[src/hdl/energy_vad_attack_release_core_macros.svh]
// assertion helpers used by evad_ctrl
`ifndef ENERGY_VAD_ATTACK_RELEASE_CORE_MACROS_SVH
`define ENERGY_VAD_ATTACK_RELEASE_CORE_MACROS_SVH

// same-cycle implication, disabled while in reset
`define EVAD_ASSERT_IMPL(label, clk_s, rst_s, pre, post, msg) \
	label: assert property (@(posedge clk_s) disable iff (!rst_s) (pre) |-> (post)) \
		else $error(msg);

// next-cycle implication, disabled while in reset
`define EVAD_ASSERT_NEXT(label, clk_s, rst_s, pre, post, msg) \
	label: assert property (@(posedge clk_s) disable iff (!rst_s) (pre) |=> (post)) \
		else $error(msg);

`endif

[src/hdl/evad_pkg.sv]
package evad_pkg;

	// field widths
	localparam int SAMPLE_W   = 16;
	localparam int SQ_W       = 31;
	localparam int QUO_W      = 31;
	localparam int RMS_W      = 16;
	localparam int LEN_W      = 13;
	localparam int RUN_W      = 24;
	localparam int THR_W      = 16;
	localparam int CFG_IDX_W  = 2;
	localparam int CFG_DATA_W = 24;

	// default chunk limit in samples
	localparam int MAX_CHUNK_DEF = 4096;

	// register reset values
	localparam logic [THR_W-1:0] THR_RESET     = 16'd328;
	localparam logic [RUN_W-1:0] ATTACK_RESET  = 24'd1600;
	localparam logic [RUN_W-1:0] RELEASE_RESET = 24'd4800;

	// register indexes
	localparam logic [CFG_IDX_W-1:0] REG_THRESHOLD = 2'd0;
	localparam logic [CFG_IDX_W-1:0] REG_ATTACK    = 2'd1;
	localparam logic [CFG_IDX_W-1:0] REG_RELEASE   = 2'd2;

endpackage

[src/hdl/evad_in_if.sv]
interface evad_in_if;
	logic                                valid;
	logic                                ready;
	logic signed [evad_pkg::SAMPLE_W-1:0] sample;
	logic                                chunk_end;

	modport source (output valid, output sample, output chunk_end, input ready);
	modport sink (input valid, input sample, input chunk_end, output ready);
endinterface

[src/hdl/evad_out_if.sv]
interface evad_out_if;
	logic                         valid;
	logic                         ready;
	logic                         is_speech;
	logic [evad_pkg::RMS_W-1:0] rms_level;
	logic [evad_pkg::LEN_W-1:0] chunk_length;

	modport source (output valid, output is_speech, output rms_level, output chunk_length,
		input ready);
	modport sink (input valid, input is_speech, input rms_level, input chunk_length,
		output ready);
endinterface

[src/hdl/evad_subu.sv]
module evad_subu #(
	parameter int W = evad_pkg::QUO_W
) (
	input  logic [W-1:0] a,
	input  logic [W-1:0] b,
	output logic         ge,
	output logic [W-1:0] diff
);

	logic [W:0] wide;

	// one subtractor serves compare and restore steps
	assign wide = {1'b0, a} - {1'b0, b};
	assign ge   = !wide[W];
	assign diff = wide[W-1:0];

endmodule

[src/hdl/evad_acc.sv]
module evad_acc #(
	parameter int MAX_CHUNK = evad_pkg::MAX_CHUNK_DEF,
	localparam int CNT_W = $clog2(MAX_CHUNK + 1),
	localparam int SUM_W = evad_pkg::SQ_W - 1 + CNT_W
) (
	input  logic             clk,
	input  logic             arst_n,
	evad_in_if.sink          in_ch,
	input  logic             busy,
	output logic             start,
	output logic [SUM_W-1:0] sum_tot,
	output logic [CNT_W-1:0] cnt_tot
);

	logic [SUM_W-1:0]                     sum_q;
	logic [CNT_W-1:0]                     cnt_q;
	logic signed [2*evad_pkg::SAMPLE_W-1:0] sq_full;
	logic                                 take;
	logic                                 room;

	assign in_ch.ready = !busy;
	assign take        = in_ch.valid && in_ch.ready;
	assign room        = cnt_q < CNT_W'(MAX_CHUNK);

	// square and add, samples past the chunk limit are dropped
	assign sq_full = in_ch.sample * in_ch.sample;
	assign sum_tot = room ? sum_q + SUM_W'(sq_full[evad_pkg::SQ_W-1:0]) : sum_q;
	assign cnt_tot = room ? cnt_q + CNT_W'(1) : cnt_q;
	assign start   = take && in_ch.chunk_end;

	// running sum, cleared when a chunk closes
	always_ff @(posedge clk or negedge arst_n) begin
		if (!arst_n) begin
			sum_q <= '0;
			cnt_q <= '0;
		end else if (take) begin
			if (in_ch.chunk_end) begin
				sum_q <= '0;
				cnt_q <= '0;
			end else begin
				sum_q <= sum_tot;
				cnt_q <= cnt_tot;
			end
		end
	end

endmodule

[src/hdl/evad_ctrl.sv]
`include "energy_vad_attack_release_core_macros.svh"

module evad_ctrl #(
	parameter int MAX_CHUNK = evad_pkg::MAX_CHUNK_DEF,
	localparam int CNT_W  = $clog2(MAX_CHUNK + 1),
	localparam int SUM_W  = evad_pkg::SQ_W - 1 + CNT_W,
	localparam int STEP_W = $clog2(SUM_W + 1),
	localparam int ALU_A  = (evad_pkg::QUO_W > evad_pkg::RUN_W) ?
		evad_pkg::QUO_W : evad_pkg::RUN_W,
	localparam int ALU_W  = (ALU_A > CNT_W + 1) ? ALU_A : CNT_W + 1
) (
	input  logic                         clk,
	input  logic                         arst_n,
	input  logic                         start,
	input  logic [SUM_W-1:0]             sum_tot,
	input  logic [CNT_W-1:0]             cnt_tot,
	input  logic [evad_pkg::THR_W-1:0]   threshold,
	input  logic [evad_pkg::RUN_W-1:0]   attack_len,
	input  logic [evad_pkg::RUN_W-1:0]   rel_len,
	output logic                         busy,
	evad_out_if.source                   out_ch
);

	localparam int QUO_W = evad_pkg::QUO_W;
	localparam int RUN_W = evad_pkg::RUN_W;
	localparam int RMS_W = evad_pkg::RMS_W;
	localparam int LEN_W = evad_pkg::LEN_W;

	typedef enum logic [2:0] {
		ST_IDLE,
		ST_DIV,
		ST_SQRT,
		ST_CMP,
		ST_RUN,
		ST_FLAG,
		ST_PUSH
	} state_t;

	state_t             state_q;
	logic [SUM_W-1:0]   num_q;
	logic [CNT_W-1:0]   rem_q;
	logic [CNT_W-1:0]   n_q;
	logic [QUO_W-1:0]   quo_q;
	logic [QUO_W-1:0]   res_q;
	logic [QUO_W-1:0]   bit_q;
	logic [STEP_W-1:0]  step_q;
	logic               loud_q;
	logic [RUN_W-1:0]   loud_run_q;
	logic [RUN_W-1:0]   quiet_run_q;
	logic               speech_q;
	logic               out_valid_q;
	logic               out_speech_q;
	logic [RMS_W-1:0]   out_rms_q;
	logic [LEN_W-1:0]   out_len_q;

	logic [ALU_W-1:0]       alu_a;
	logic [ALU_W-1:0]       alu_b;
	logic [ALU_W-1:0]       alu_diff;
	logic                   alu_ge;
	logic [CNT_W:0]         div_a;
	logic [RUN_W:0]         run_sum;
	logic [RUN_W-1:0]       run_sat;
	logic [LEN_W+CNT_W-1:0] len_ext;
	logic                   push;

	assign busy                = state_q != ST_IDLE;
	assign out_ch.valid        = out_valid_q;
	assign out_ch.is_speech    = out_speech_q;
	assign out_ch.rms_level    = out_rms_q;
	assign out_ch.chunk_length = out_len_q;

	// result moves into the output register once it is free
	assign push = (state_q == ST_PUSH) && (!out_valid_q || out_ch.ready);

	// operand select for the shared subtractor
	assign div_a = {rem_q, num_q[SUM_W-1]};
	always_comb begin
		alu_a = '0;
		alu_b = '0;
		unique case (state_q)
			ST_DIV: begin
				alu_a = ALU_W'(div_a);
				alu_b = ALU_W'(n_q);
			end
			ST_SQRT: begin
				alu_a = ALU_W'(quo_q);
				alu_b = ALU_W'(res_q | bit_q);
			end
			ST_CMP: begin
				alu_a = ALU_W'(res_q[RMS_W-1:0]);
				alu_b = ALU_W'(threshold);
			end
			ST_FLAG: begin
				alu_a = loud_q ? ALU_W'(loud_run_q) : ALU_W'(quiet_run_q);
				alu_b = loud_q ? ALU_W'(attack_len) : ALU_W'(rel_len);
			end
			default: begin
				alu_a = '0;
				alu_b = '0;
			end
		endcase
	end

	evad_subu #(
		.W (ALU_W)
	) u_subu (
		.a    (alu_a),
		.b    (alu_b),
		.ge   (alu_ge),
		.diff (alu_diff)
	);

	// saturating run update and length truncation
	assign run_sum = (RUN_W+1)'(loud_q ? loud_run_q : quiet_run_q) + (RUN_W+1)'(n_q);
	assign run_sat = run_sum[RUN_W] ? '1 : run_sum[RUN_W-1:0];
	assign len_ext = (LEN_W+CNT_W)'(n_q);

	// sequencer: divide, root, compare, run update, flag, output
	always_ff @(posedge clk or negedge arst_n) begin
		if (!arst_n) begin
			state_q      <= ST_IDLE;
			num_q        <= '0;
			rem_q        <= '0;
			n_q          <= '0;
			quo_q        <= '0;
			res_q        <= '0;
			bit_q        <= '0;
			step_q       <= '0;
			loud_q       <= 1'b0;
			loud_run_q   <= '0;
			quiet_run_q  <= '0;
			speech_q     <= 1'b0;
			out_valid_q  <= 1'b0;
			out_speech_q <= 1'b0;
			out_rms_q    <= '0;
			out_len_q    <= '0;
		end else begin
			// output valid: set on load, cleared after the transfer
			if (push) begin
				out_valid_q <= 1'b1;
			end else if (out_ch.ready) begin
				out_valid_q <= 1'b0;
			end
			unique case (state_q)
				ST_IDLE: begin
					if (start) begin
						n_q    <= cnt_tot;
						num_q  <= sum_tot;
						rem_q  <= '0;
						quo_q  <= '0;
						res_q  <= '0;
						bit_q  <= QUO_W'(1) << (QUO_W - 1);
						step_q <= STEP_W'(SUM_W - 1);
						// empty chunk skips the divide, root of zero is zero
						state_q <= (cnt_tot == '0) ? ST_SQRT : ST_DIV;
					end
				end
				ST_DIV: begin
					rem_q <= alu_ge ? alu_diff[CNT_W-1:0] : div_a[CNT_W-1:0];
					num_q <= num_q << 1;
					quo_q <= {quo_q[QUO_W-2:0], alu_ge};
					if (step_q == '0) begin
						state_q <= ST_SQRT;
					end else begin
						step_q <= step_q - STEP_W'(1);
					end
				end
				ST_SQRT: begin
					if (alu_ge) begin
						quo_q <= alu_diff[QUO_W-1:0];
						res_q <= (res_q >> 1) | bit_q;
					end else begin
						res_q <= res_q >> 1;
					end
					bit_q <= bit_q >> 2;
					if (bit_q[0]) begin
						state_q <= ST_CMP;
					end
				end
				ST_CMP: begin
					loud_q  <= alu_ge;
					state_q <= ST_RUN;
				end
				ST_RUN: begin
					if (loud_q) begin
						loud_run_q  <= run_sat;
						quiet_run_q <= '0;
					end else begin
						quiet_run_q <= run_sat;
						loud_run_q  <= '0;
					end
					state_q <= ST_FLAG;
				end
				ST_FLAG: begin
					speech_q <= loud_q ? (speech_q | alu_ge) : (speech_q & !alu_ge);
					state_q  <= ST_PUSH;
				end
				ST_PUSH: begin
					if (push) begin
						out_speech_q <= speech_q;
						out_rms_q    <= res_q[RMS_W-1:0];
						out_len_q    <= len_ext[LEN_W-1:0];
						state_q      <= ST_IDLE;
					end
				end
				default: begin
					state_q <= ST_IDLE;
				end
			endcase
		end
	end

	// checks
	`EVAD_ASSERT_IMPL(a_start_idle, clk, arst_n, start, state_q == ST_IDLE,
		"chunk closed while sequencer busy")
	`EVAD_ASSERT_IMPL(a_runs_excl, clk, arst_n, 1'b1,
		(loud_run_q == '0) || (quiet_run_q == '0), "loud and quiet runs both nonzero")
	`EVAD_ASSERT_IMPL(a_rem_below_n, clk, arst_n, state_q == ST_DIV, rem_q < n_q,
		"divide remainder not below divisor")
	`EVAD_ASSERT_IMPL(a_rms_bound, clk, arst_n, state_q == ST_CMP,
		res_q <= (QUO_W'(1) << (RMS_W - 1)), "root exceeds full scale")
	`EVAD_ASSERT_NEXT(a_push_out, clk, arst_n, push,
		out_valid_q && (state_q == ST_IDLE), "result not loaded into output register")

endmodule

[src/hdl/energy_vad_attack_release_core.sv]
// a sample without chunk_end only adds to the sums; samples stream back to back while idle
// a chunk_end sample runs the divide, the root, then the compare, run update, flag and
// output states; divide, root, compare and flag share one subtractor; the result is
// loaded into the output register as the sequencer returns to idle, input ready again
// a full output register holds the sequencer and the input until its transfer
// async reset clears sums, runs and speech flag; registers go to 328, 1600, 4800
module energy_vad_attack_release_core #(
	parameter int MAX_CHUNK = evad_pkg::MAX_CHUNK_DEF
) (
	input  logic                             clk,
	input  logic                             arst_n,
	evad_in_if.sink                          in_ch,
	evad_out_if.source                       out_ch,
	input  logic                             cfg_wr_en,
	input  logic [evad_pkg::CFG_IDX_W-1:0]   cfg_index,
	input  logic [evad_pkg::CFG_DATA_W-1:0]  cfg_data
);

	localparam int CNT_W = $clog2(MAX_CHUNK + 1);
	localparam int SUM_W = evad_pkg::SQ_W - 1 + CNT_W;

	logic [evad_pkg::THR_W-1:0] threshold_q;
	logic [evad_pkg::RUN_W-1:0] attack_q;
	logic [evad_pkg::RUN_W-1:0] rel_q;

	logic             busy;
	logic             start;
	logic [SUM_W-1:0] sum_tot;
	logic [CNT_W-1:0] cnt_tot;

	// configuration registers
	always_ff @(posedge clk or negedge arst_n) begin
		if (!arst_n) begin
			threshold_q <= evad_pkg::THR_RESET;
			attack_q    <= evad_pkg::ATTACK_RESET;
			rel_q       <= evad_pkg::RELEASE_RESET;
		end else if (cfg_wr_en) begin
			unique case (cfg_index)
				evad_pkg::REG_THRESHOLD: threshold_q <= cfg_data[evad_pkg::THR_W-1:0];
				evad_pkg::REG_ATTACK:    attack_q    <= cfg_data[evad_pkg::RUN_W-1:0];
				evad_pkg::REG_RELEASE:   rel_q       <= cfg_data[evad_pkg::RUN_W-1:0];
				default: begin
				end
			endcase
		end
	end

	// sum of squares per chunk
	evad_acc #(
		.MAX_CHUNK (MAX_CHUNK)
	) u_acc (
		.clk     (clk),
		.arst_n  (arst_n),
		.in_ch   (in_ch),
		.busy    (busy),
		.start   (start),
		.sum_tot (sum_tot),
		.cnt_tot (cnt_tot)
	);

	// rms, hangover decision and output register
	evad_ctrl #(
		.MAX_CHUNK (MAX_CHUNK)
	) u_ctrl (
		.clk        (clk),
		.arst_n     (arst_n),
		.start      (start),
		.sum_tot    (sum_tot),
		.cnt_tot    (cnt_tot),
		.threshold  (threshold_q),
		.attack_len (attack_q),
		.rel_len    (rel_q),
		.busy       (busy),
		.out_ch     (out_ch)
	);

endmodule
[src/flat_wrapper.sv]
// flat-port wrapper written by rule: the top's interface ports become plain ports
module energy_vad_attack_release_core_flat 
#(
	parameter int MAX_CHUNK = evad_pkg::MAX_CHUNK_DEF
)
  (clk, arst_n, cfg_wr_en, cfg_index, cfg_data, in_ch_valid, in_ch_sample, in_ch_chunk_end, in_ch_ready, out_ch_valid, out_ch_is_speech, out_ch_rms_level, out_ch_chunk_length, out_ch_ready);
  evad_in_if in_ch_i ();
  evad_out_if out_ch_i ();
  input  logic clk;
  input  logic arst_n;
  input  logic cfg_wr_en;
  input  logic [evad_pkg::CFG_IDX_W-1:0] cfg_index;
  input  logic [evad_pkg::CFG_DATA_W-1:0] cfg_data;
  input wire logic [$bits(in_ch_i.valid)-1:0] in_ch_valid;
  input wire logic [$bits(in_ch_i.sample)-1:0] in_ch_sample;
  input wire logic [$bits(in_ch_i.chunk_end)-1:0] in_ch_chunk_end;
  output wire logic [$bits(in_ch_i.ready)-1:0] in_ch_ready;
  output wire logic [$bits(out_ch_i.valid)-1:0] out_ch_valid;
  output wire logic [$bits(out_ch_i.is_speech)-1:0] out_ch_is_speech;
  output wire logic [$bits(out_ch_i.rms_level)-1:0] out_ch_rms_level;
  output wire logic [$bits(out_ch_i.chunk_length)-1:0] out_ch_chunk_length;
  input wire logic [$bits(out_ch_i.ready)-1:0] out_ch_ready;
  assign in_ch_i.valid = in_ch_valid;
  assign in_ch_i.sample = in_ch_sample;
  assign in_ch_i.chunk_end = in_ch_chunk_end;
  assign in_ch_ready = in_ch_i.ready;
  assign out_ch_valid = out_ch_i.valid;
  assign out_ch_is_speech = out_ch_i.is_speech;
  assign out_ch_rms_level = out_ch_i.rms_level;
  assign out_ch_chunk_length = out_ch_i.chunk_length;
  assign out_ch_i.ready = out_ch_ready;
  energy_vad_attack_release_core #(.MAX_CHUNK(MAX_CHUNK)) u_core (.clk(clk), .arst_n(arst_n), .in_ch(in_ch_i), .out_ch(out_ch_i), .cfg_wr_en(cfg_wr_en), .cfg_index(cfg_index), .cfg_data(cfg_data));
endmodule
[config.mk]
export PLATFORM = sky130hd
export DESIGN_NAME = energy_vad_attack_release_core_flat
export DESIGN_NICKNAME = d
export VERILOG_FILES = /design/src/hdl/evad_pkg.sv /design/src/hdl/evad_in_if.sv /design/src/hdl/evad_out_if.sv /design/src/hdl/evad_subu.sv /design/src/hdl/evad_acc.sv /design/src/hdl/evad_ctrl.sv /design/src/hdl/energy_vad_attack_release_core.sv /design/src/flat_wrapper.sv
export VERILOG_INCLUDE_DIRS = /design/src /design/src/hdl
export SDC_FILE = /design/constraint.sdc
export NUM_CORES = 1
export LEC_CHECK = 0
export ABC_CLOCK_PERIOD_IN_PS = 12600
export BUFFER_PORTS_ARGS = -buffer_cell sky130_fd_sc_hd__buf_4
export CORE_ASPECT_RATIO = 2
export CORE_MARGIN = 8
export CORE_UTILIZATION = 40
export DETAILED_ROUTE_END_ITERATION = 12
export GPL_TIMING_DRIVEN = 0
export MAX_ROUTING_LAYER = met4
export SLEW_MARGIN = 20
export SYNTH_ARGS = -nofsm -noshare
export SYNTH_HDL_FRONTEND = slang
export SYNTH_SLANG_ARGS = --single-unit
[constraint.sdc]
create_clock -name clk -period 12.6 [get_ports clk]
set_input_delay 2.52 -clock clk [delete_from_list [all_inputs] [get_ports clk]]
set_output_delay 2.52 -clock clk [all_outputs]
set_load 0.005 [all_outputs]
==> results.yml, run 1 <==
sta:
  finalCritPeriodShare_pct: 88.5
  finalSetupViolCount: 0
  timing.hold.ws_ns: 0.476
  rsz0062_at_grt: "false"
  finalHoldViolCount: 0
  worst_slew_pin_slew_ns: 1.05
  max_slew_margin_pct: 29.7
  skew_ns: 0.0246
  max_freq_mhz: 89.7
  slew_viol_final: 0
  period_minus_slack_ns: 11.15
  finalSetupTns_ns: 0
worst_hold_path:
  hp-class: "flop to flop"
  min_to: "u_core.u_ctrl.num_q[2]$_DFFE_PN0P_"
  hold_start: "u_core.u_ctrl.num_q[2]$_DFFE_PN0P_"
  whs_path_depth: 2
yosys:
  yosys.cell_types.count: 84
  synth_area_sq_um: 29500
  synth_top_area_share_pct: 29.4
  avgSynthCellArea_sq_um: 9.27
  ys.flop_type: "dfrtp_1"
  synth_commonest_cells: "nand2_1, inv_1, dfrtp_1"
  postSynthCellCount: 3182
  yosys.area.top_type: "dfrtp_1"
  yosys_register_bits: 357
  yosysMostFrequentCell: "nand2_1"
  synth_edf_count: 0
  yosys_warnings: 0
  synth_area_leaders: "dfrtp_1, fa_1, ha_1"
  async_reset_ff_share_pct: 100
  synth_nets: 3631
  yosysSeqAreaShare_pct: 30.3
final_layout:
  n_fill_cell: 7162
  final_util_pct: 44.5
  area_growth_pct: 10.8
  layout.nets: 3755
  seq_area_sq_um: 8950
  drive_above_1_share_pct: 9.27
  antennaDiodeCount: 0
  multiInputGateArea_sq_um: 18500
place:
  io_buffers: 78
  hpwl_mm: 66.5
  gp_congestion: 0.925
floorplan:
  start_util_pct: 40.2
  fp.dieH_microns: 400
  die-width_microns: 208
  io_pins: 80
  die-area_sq_um: 83200
  core_area_sq_um: 73400
  num_rows: 141
clock_network:
  cts-root-buf: "clkbuf_16"
  cts_tree: "done"
  h-tree-depth: 2
  cts_resized: 0
  cts_setup_buffers: 0
  cts_buffer_depth: 3
  cts_buffers: 40
  clk_pin_slew_ns: 0.06
  insertion_delay_ns: 0.57
  cts_hold_buf: 0
  cts.sinks: 357
routing:
  via_per_inst: 5.68
  vias: 24227
  drt_iter0_drc: 1964
  avgRoutedWirePerCell_microns: 20.3
  drt_pass1_iterations: 6
  drt-total-wl_mm: 86.5
  drc: 0
  antenna_left: 0
global_routing:
  use_met1_pct: 28.6
  met2_usage_pct: 33.3
  overflow: 0
  grt.total_usage_pct: 21.2
  antenna_found_initial: 0
  grt_max_degree: 99
  grt_pass1_wl_mm: 136
  top_usage_layer: "met2"
  grt_pass1_vias: 23934
  grtUsageMet3_pct: 2.39
critical_path:
  required_ns: 13.01
  crit_family: "adder cells"
  arrival_ns: 11.56
  ff2ff_path_depth: 20
  cp_slowest_cell: "fa_1"
  path_buf_inv: 8
  worstReg2RegStart: "u_core.u_ctrl.state_q[1]$_DFFE_PN0P_"
  ff2ff_setup_slack_ns: 5.50
  crit_fanout: 10
  endpoint_kind: "flop"
  timing.rr.end: "u_core.u_ctrl.quo_q[26]$_DFFE_PN0P_"
  cpMostUsedCell: "fa_1"
  critPathLaunchType: "primary input"
  max_stage_delay_ns: 0.62
  path_class: "primary input to flop"
job:
  drv_cap: 0
outcome:
  status: "complete, no violations"
-- area by class of cell --
| class | instances | share of cell area [%] |
|---|---|---|
| Multi-Input combinational cell | 2288 | 56.6 |
| Inverter | 375 | 4.31 |
| Clock buffer | 62 | 3.66 |
| Timing Repair Buffer | 82 | 2.15 |
| Buffer | 162 | 1.94 |
| Tap cell | 929 | 3.56 |
| Sequential cell | 357 | 27.4 |
| Clock inverter | 9 | 0.383 |
-- flip-flops by register name, indices dropped and copies added, names as in the netlist, 3 cells and up, named ones only --
register and cells:
u_core.u_acc.sum_q 43, u_core.u_ctrl.num_q 43, u_core.u_ctrl.quo_q 31, u_core.u_ctrl.res_q 31, u_core.attack_q 24, u_core.rel_q 24
u_core.u_ctrl.loud_run_q 24, u_core.u_ctrl.quiet_run_q 24, u_core.threshold_q 16, u_core.u_ctrl.bit_q 16, u_core.u_ctrl.out_ch.rms_level 16, u_core.u_acc.cnt_q 13
u_core.u_ctrl.n_q 13, u_core.u_ctrl.out_ch.chunk_length 13, u_core.u_ctrl.rem_q 13, u_core.u_ctrl.step_q 6, u_core.u_ctrl.state_q 3
-- cells by family after synthesis --
kind of cell | synth area share, %
multiplexers | 6.25
adder cells (fa/ha/maj) | 22.8
AND/OR/NAND/NOR | 13.0
buffers and inverters | 6.92
flip-flops | 30.3
XOR/XNOR | 3.65
AO/OA/AOI/OAI | 17.0
-- tightest hold or removal path: stages (launching register included) --
cell and delay [ns]:
dfrtp_1 0.34, nand2_1 0.05, nand2_1 0.05
-- cell usage in the layout, fill, tap and decap left out, types with 10 or more instances in the layout --
| cell type | instances |
|---|---|
| nand2b_1 | 21 |
| buf_2 | 11 |
| xnor2_1 | 81 |
| o21a_1 | 19 |
| mux2_2 | 113 |
| o21ai_1 | 10 |
| and3_1 | 33 |
| buf_1 | 17 |
| or3_1 | 12 |
| a221o_1 | 10 |
| o31ai_1 | 10 |
| fa_1 | 228 |
| a22oi_1 | 84 |
| a22o_1 | 41 |
| a31oi_1 | 21 |
| o21bai_1 | 19 |
| clkbuf_1 | 144 |
| a21oi_1 | 130 |
| or4_1 | 11 |
| mux2i_1 | 57 |
| nand3_1 | 102 |
| nand4_1 | 17 |
| nor2_1 | 127 |
| xor2_1 | 42 |
| nand2_1 | 376 |
| o21ai_0 | 234 |
| o211ai_1 | 17 |
| nor2b_1 | 19 |
| buf_4 | 78 |
| inv_1 | 374 |
| a21o_1 | 48 |
| ha_1 | 173 |
| dfrtp_1 | 347 |
| nor3_1 | 34 |
| and2_1 | 48 |
| dfstp_2 | 10 |
| a221oi_1 | 19 |
| a211oi_1 | 10 |
| clkbuf_16 | 41 |
-- how the worst max path moves through the flow --
stage                                from                                  end  slack [ns]  cells past startpoint
after floorplan           in_ch_sample[4]   u_core.u_acc.sum_q[35]$_DFFE_PN0P_        2.40                     34
after global placement    in_ch_sample[4]  u_core.u_ctrl.num_q[41]$_DFFE_PN0P_        0.96                     36
after detailed placement  in_ch_sample[4]  u_core.u_ctrl.num_q[41]$_DFFE_PN0P_        0.95                     36
after CTS                 in_ch_sample[4]  u_core.u_ctrl.num_q[41]$_DFFE_PN0P_        1.49                     36
after global routing      in_ch_sample[4]  u_core.u_ctrl.num_q[41]$_DFFE_PN0P_        0.83                     36
final                     in_ch_sample[4]  u_core.u_ctrl.num_q[41]$_DFFE_PN0P_        1.45                     36
-- metal layers --
| layer | share of wire (%) | up-vias | routed length (microns) |
|---|---|---|---|
| met5 | 0 | - | 0 |
| met4 | 3.2 | 0 | 2730 |
| met3 | 5.5 | 145 | 4780 |
| met2 | 46 | 778 | 40100 |
| met1 | 45 | 12169 | 38800 |
| li1 | - | 11135 | - |
-- stage by stage --
stage | cells | instance area, sq um | setup slack, ns
2_1_floorplan | 3182 | 29500 | 2.40
3_3_place_gp | 4189 | 31200 | 0.964
3_5_place_dp | 4193 | 31400 | 0.945
4_1_cts | 4264 | 32700 | 1.49
5_1_grt | 4264 | 32700 | 0.827
6_report | 4264 | 32700 | 1.45
Power of run 1 is not shown: default switching activity piles up to over one toggle a cycle in this logic, so the estimate is an artifact.
==> run 2: changes to the inputs <==
Settings changed: ABC_CLOCK_PERIOD_IN_PS 12600 to 11500, CELL_PAD_IN_SITES_DETAIL_PLACEMENT from default to 0, CELL_PAD_IN_SITES_GLOBAL_PLACEMENT from default to 1, PLACE_DENSITY_LB_ADDON from default to 0.1, SKIP_CTS_REPAIR_TIMING from default to 1.
Clock period 12.6 ns to 11.5 ns, I/O delays scaled along.
==> results.yml, run 2 (synthesis results as in run 1) <==
routing:
  antenna_left: 0
  dr_wl_met2_mm: 44.4
  vias: 23971
  drt_pass1_iterations: 5
  drt_iter0_drc: 1832
  via_per_inst: 5.62
  avgRoutedWirePerCell_microns: 21.7
  drc: 0
  wl_met3_mm: 3.51
  drt-total-wl_mm: 92.4
  highest_layer: "met4"
  wl_met1_mm: 42.6
critical_path:
  endpoint_kind: "flop"
  required_ns: 11.94
  cp_slowest_cell: "clkbuf_1"
  critPathLaunchType: "primary input"
  timing.rr.end: "u_core.u_ctrl.quo_q[26]$_DFFE_PN0P_"
  crit_fanout: 10
  max_stage_delay_ns: 0.62
  cp-startpoint: "in_ch_sample[5]"
  arrival_ns: 11.41
  ff2ff_setup_slack_ns: 4.15
  cpMostUsedCell: "fa_1"
  ff2ff_path_depth: 19
  path_class: "primary input to flop"
  worstReg2RegStart: "u_core.u_ctrl.state_q[1]$_DFFE_PN0P_"
global_routing:
  grt_max_degree: 91
  antenna_found_initial: 0
  grt.total_usage_pct: 22.8
  grt_pass1_wl_mm: 145
  grt_pass1_vias: 24364
  overflow: 0
clock_network:
  cts_tree: "done"
  insertion_delay_ns: 0.58
  cts_buffer_depth: 3
  cts_buffers: 40
  cts.sinks: 357
  cts-root-buf: "clkbuf_16"
  h-tree-depth: 2
  clk_pin_slew_ns: 0.06
floorplan:
  die-width_microns: 208
  core_area_sq_um: 73400
  die-area_sq_um: 83200
  num_rows: 141
  start_util_pct: 40.2
  io_pins: 80
  fp.dieH_microns: 400
job:
  drv_cap: 0
final_layout:
  layout.nets: 3756
  antennaDiodeCount: 0
  reg_top3: "u_core.u_acc.sum_q (43), u_core.u_ctrl.num_q (43)"
  area_growth_pct: 10.8
  final_common_cell: "nand2_1"
  final_util_pct: 44.5
  drive_above_1_share_pct: 9.41
  mostFrequentLayoutCells: "nand2_1, inv_1, dfrtp_1"
sta:
  setup_ws_ns: 0.532
  max_slew_margin_pct: 27.1
  worst_slew_pin_slew_ns: 1.08
  max_freq_mhz: 91.2
  skew_ns: 0.0228
  finalSetupViolCount: 0
  rsz0062_at_grt: "false"
  finalCritPeriodShare_pct: 95.4
  slew_viol_final: 0
  finalHoldViolCount: 0
  period_minus_slack_ns: 10.97
worst_hold_path:
  hold_start: "u_core.u_ctrl.num_q[2]$_DFFE_PN0P_"
  whs_path_depth: 2
  hp-class: "flop to flop"
  min_to: "u_core.u_ctrl.num_q[2]$_DFFE_PN0P_"
place:
  place_ws_ns: -0.157
  gp_congestion: 0.922
  io_buffers: 78
  hpwl_mm: 72.0
outcome:
  status: "complete, no violations"
-- run 2: worst max path at each step --
stage / endpoint / slack [ns] / depth (start not counted)
final: u_core.u_ctrl.num_q[41]$_DFFE_PN0P_ / 0.53 / 33
after global routing: u_core.u_ctrl.num_q[41]$_DFFE_PN0P_ / 0.004 / 33
after CTS: u_core.u_ctrl.num_q[41]$_DFFE_PN0P_ / 0.46 / 34
after detailed placement: u_core.u_ctrl.num_q[41]$_DFFE_PN0P_ / -0.16 / 34
after global placement: u_core.u_ctrl.num_q[41]$_DFFE_PN0P_ / -0.09 / 36
after floorplan: u_core.u_acc.sum_q[35]$_DFFE_PN0P_ / 1.52 / 34
-- run 2: final cells by class --
type | instances | area [sq um]
Clock buffer | 56 | 1110
Timing Repair Buffer | 83 | 711
Inverter | 375 | 1410
Multi-Input combinational cell | 2288 | 18500
Fill cell | 7381 | 40700
Buffer | 162 | 637
Sequential cell | 357 | 8950
Clock inverter | 15 | 184
Tap cell | 929 | 1160
-- run 2: routing by layer --
| layer | up-vias | GRT usage [%] |
|---|---|---|
| li1 | 11165 | - |
| met1 | 12189 | 31.0 |
| met2 | 513 | 37.2 |
| met3 | 104 | 1.85 |
| met4 | 0 | 4.79 |
| met5 | - | - |
-- run 2: worst max-delay path: cells and delay by family --
kind	cells	cell delay, ns
buffers and inverters	5	1.25
and+or+nand+nor	2	0.26
AOI/OAI and AO/OA	16	3.76
xor gates and xnor gates	2	0.45
adders and majority gates	8	3.37
-- run 2: per-stage QoR --
step	hold WS, ns	setup TNS [ns]	area, sq um	instances
after floorplan	0.435	0	29500	3182
after global routing	0.493	0	32700	4265
after CTS	0.481	0	32700	4265
after global placement	0.454	-0.217	31200	4189
after detailed placement	0.466	-0.726	31400	4194
final	0.486	0	32700	4265
Power of run 2 is left out for the same reason.
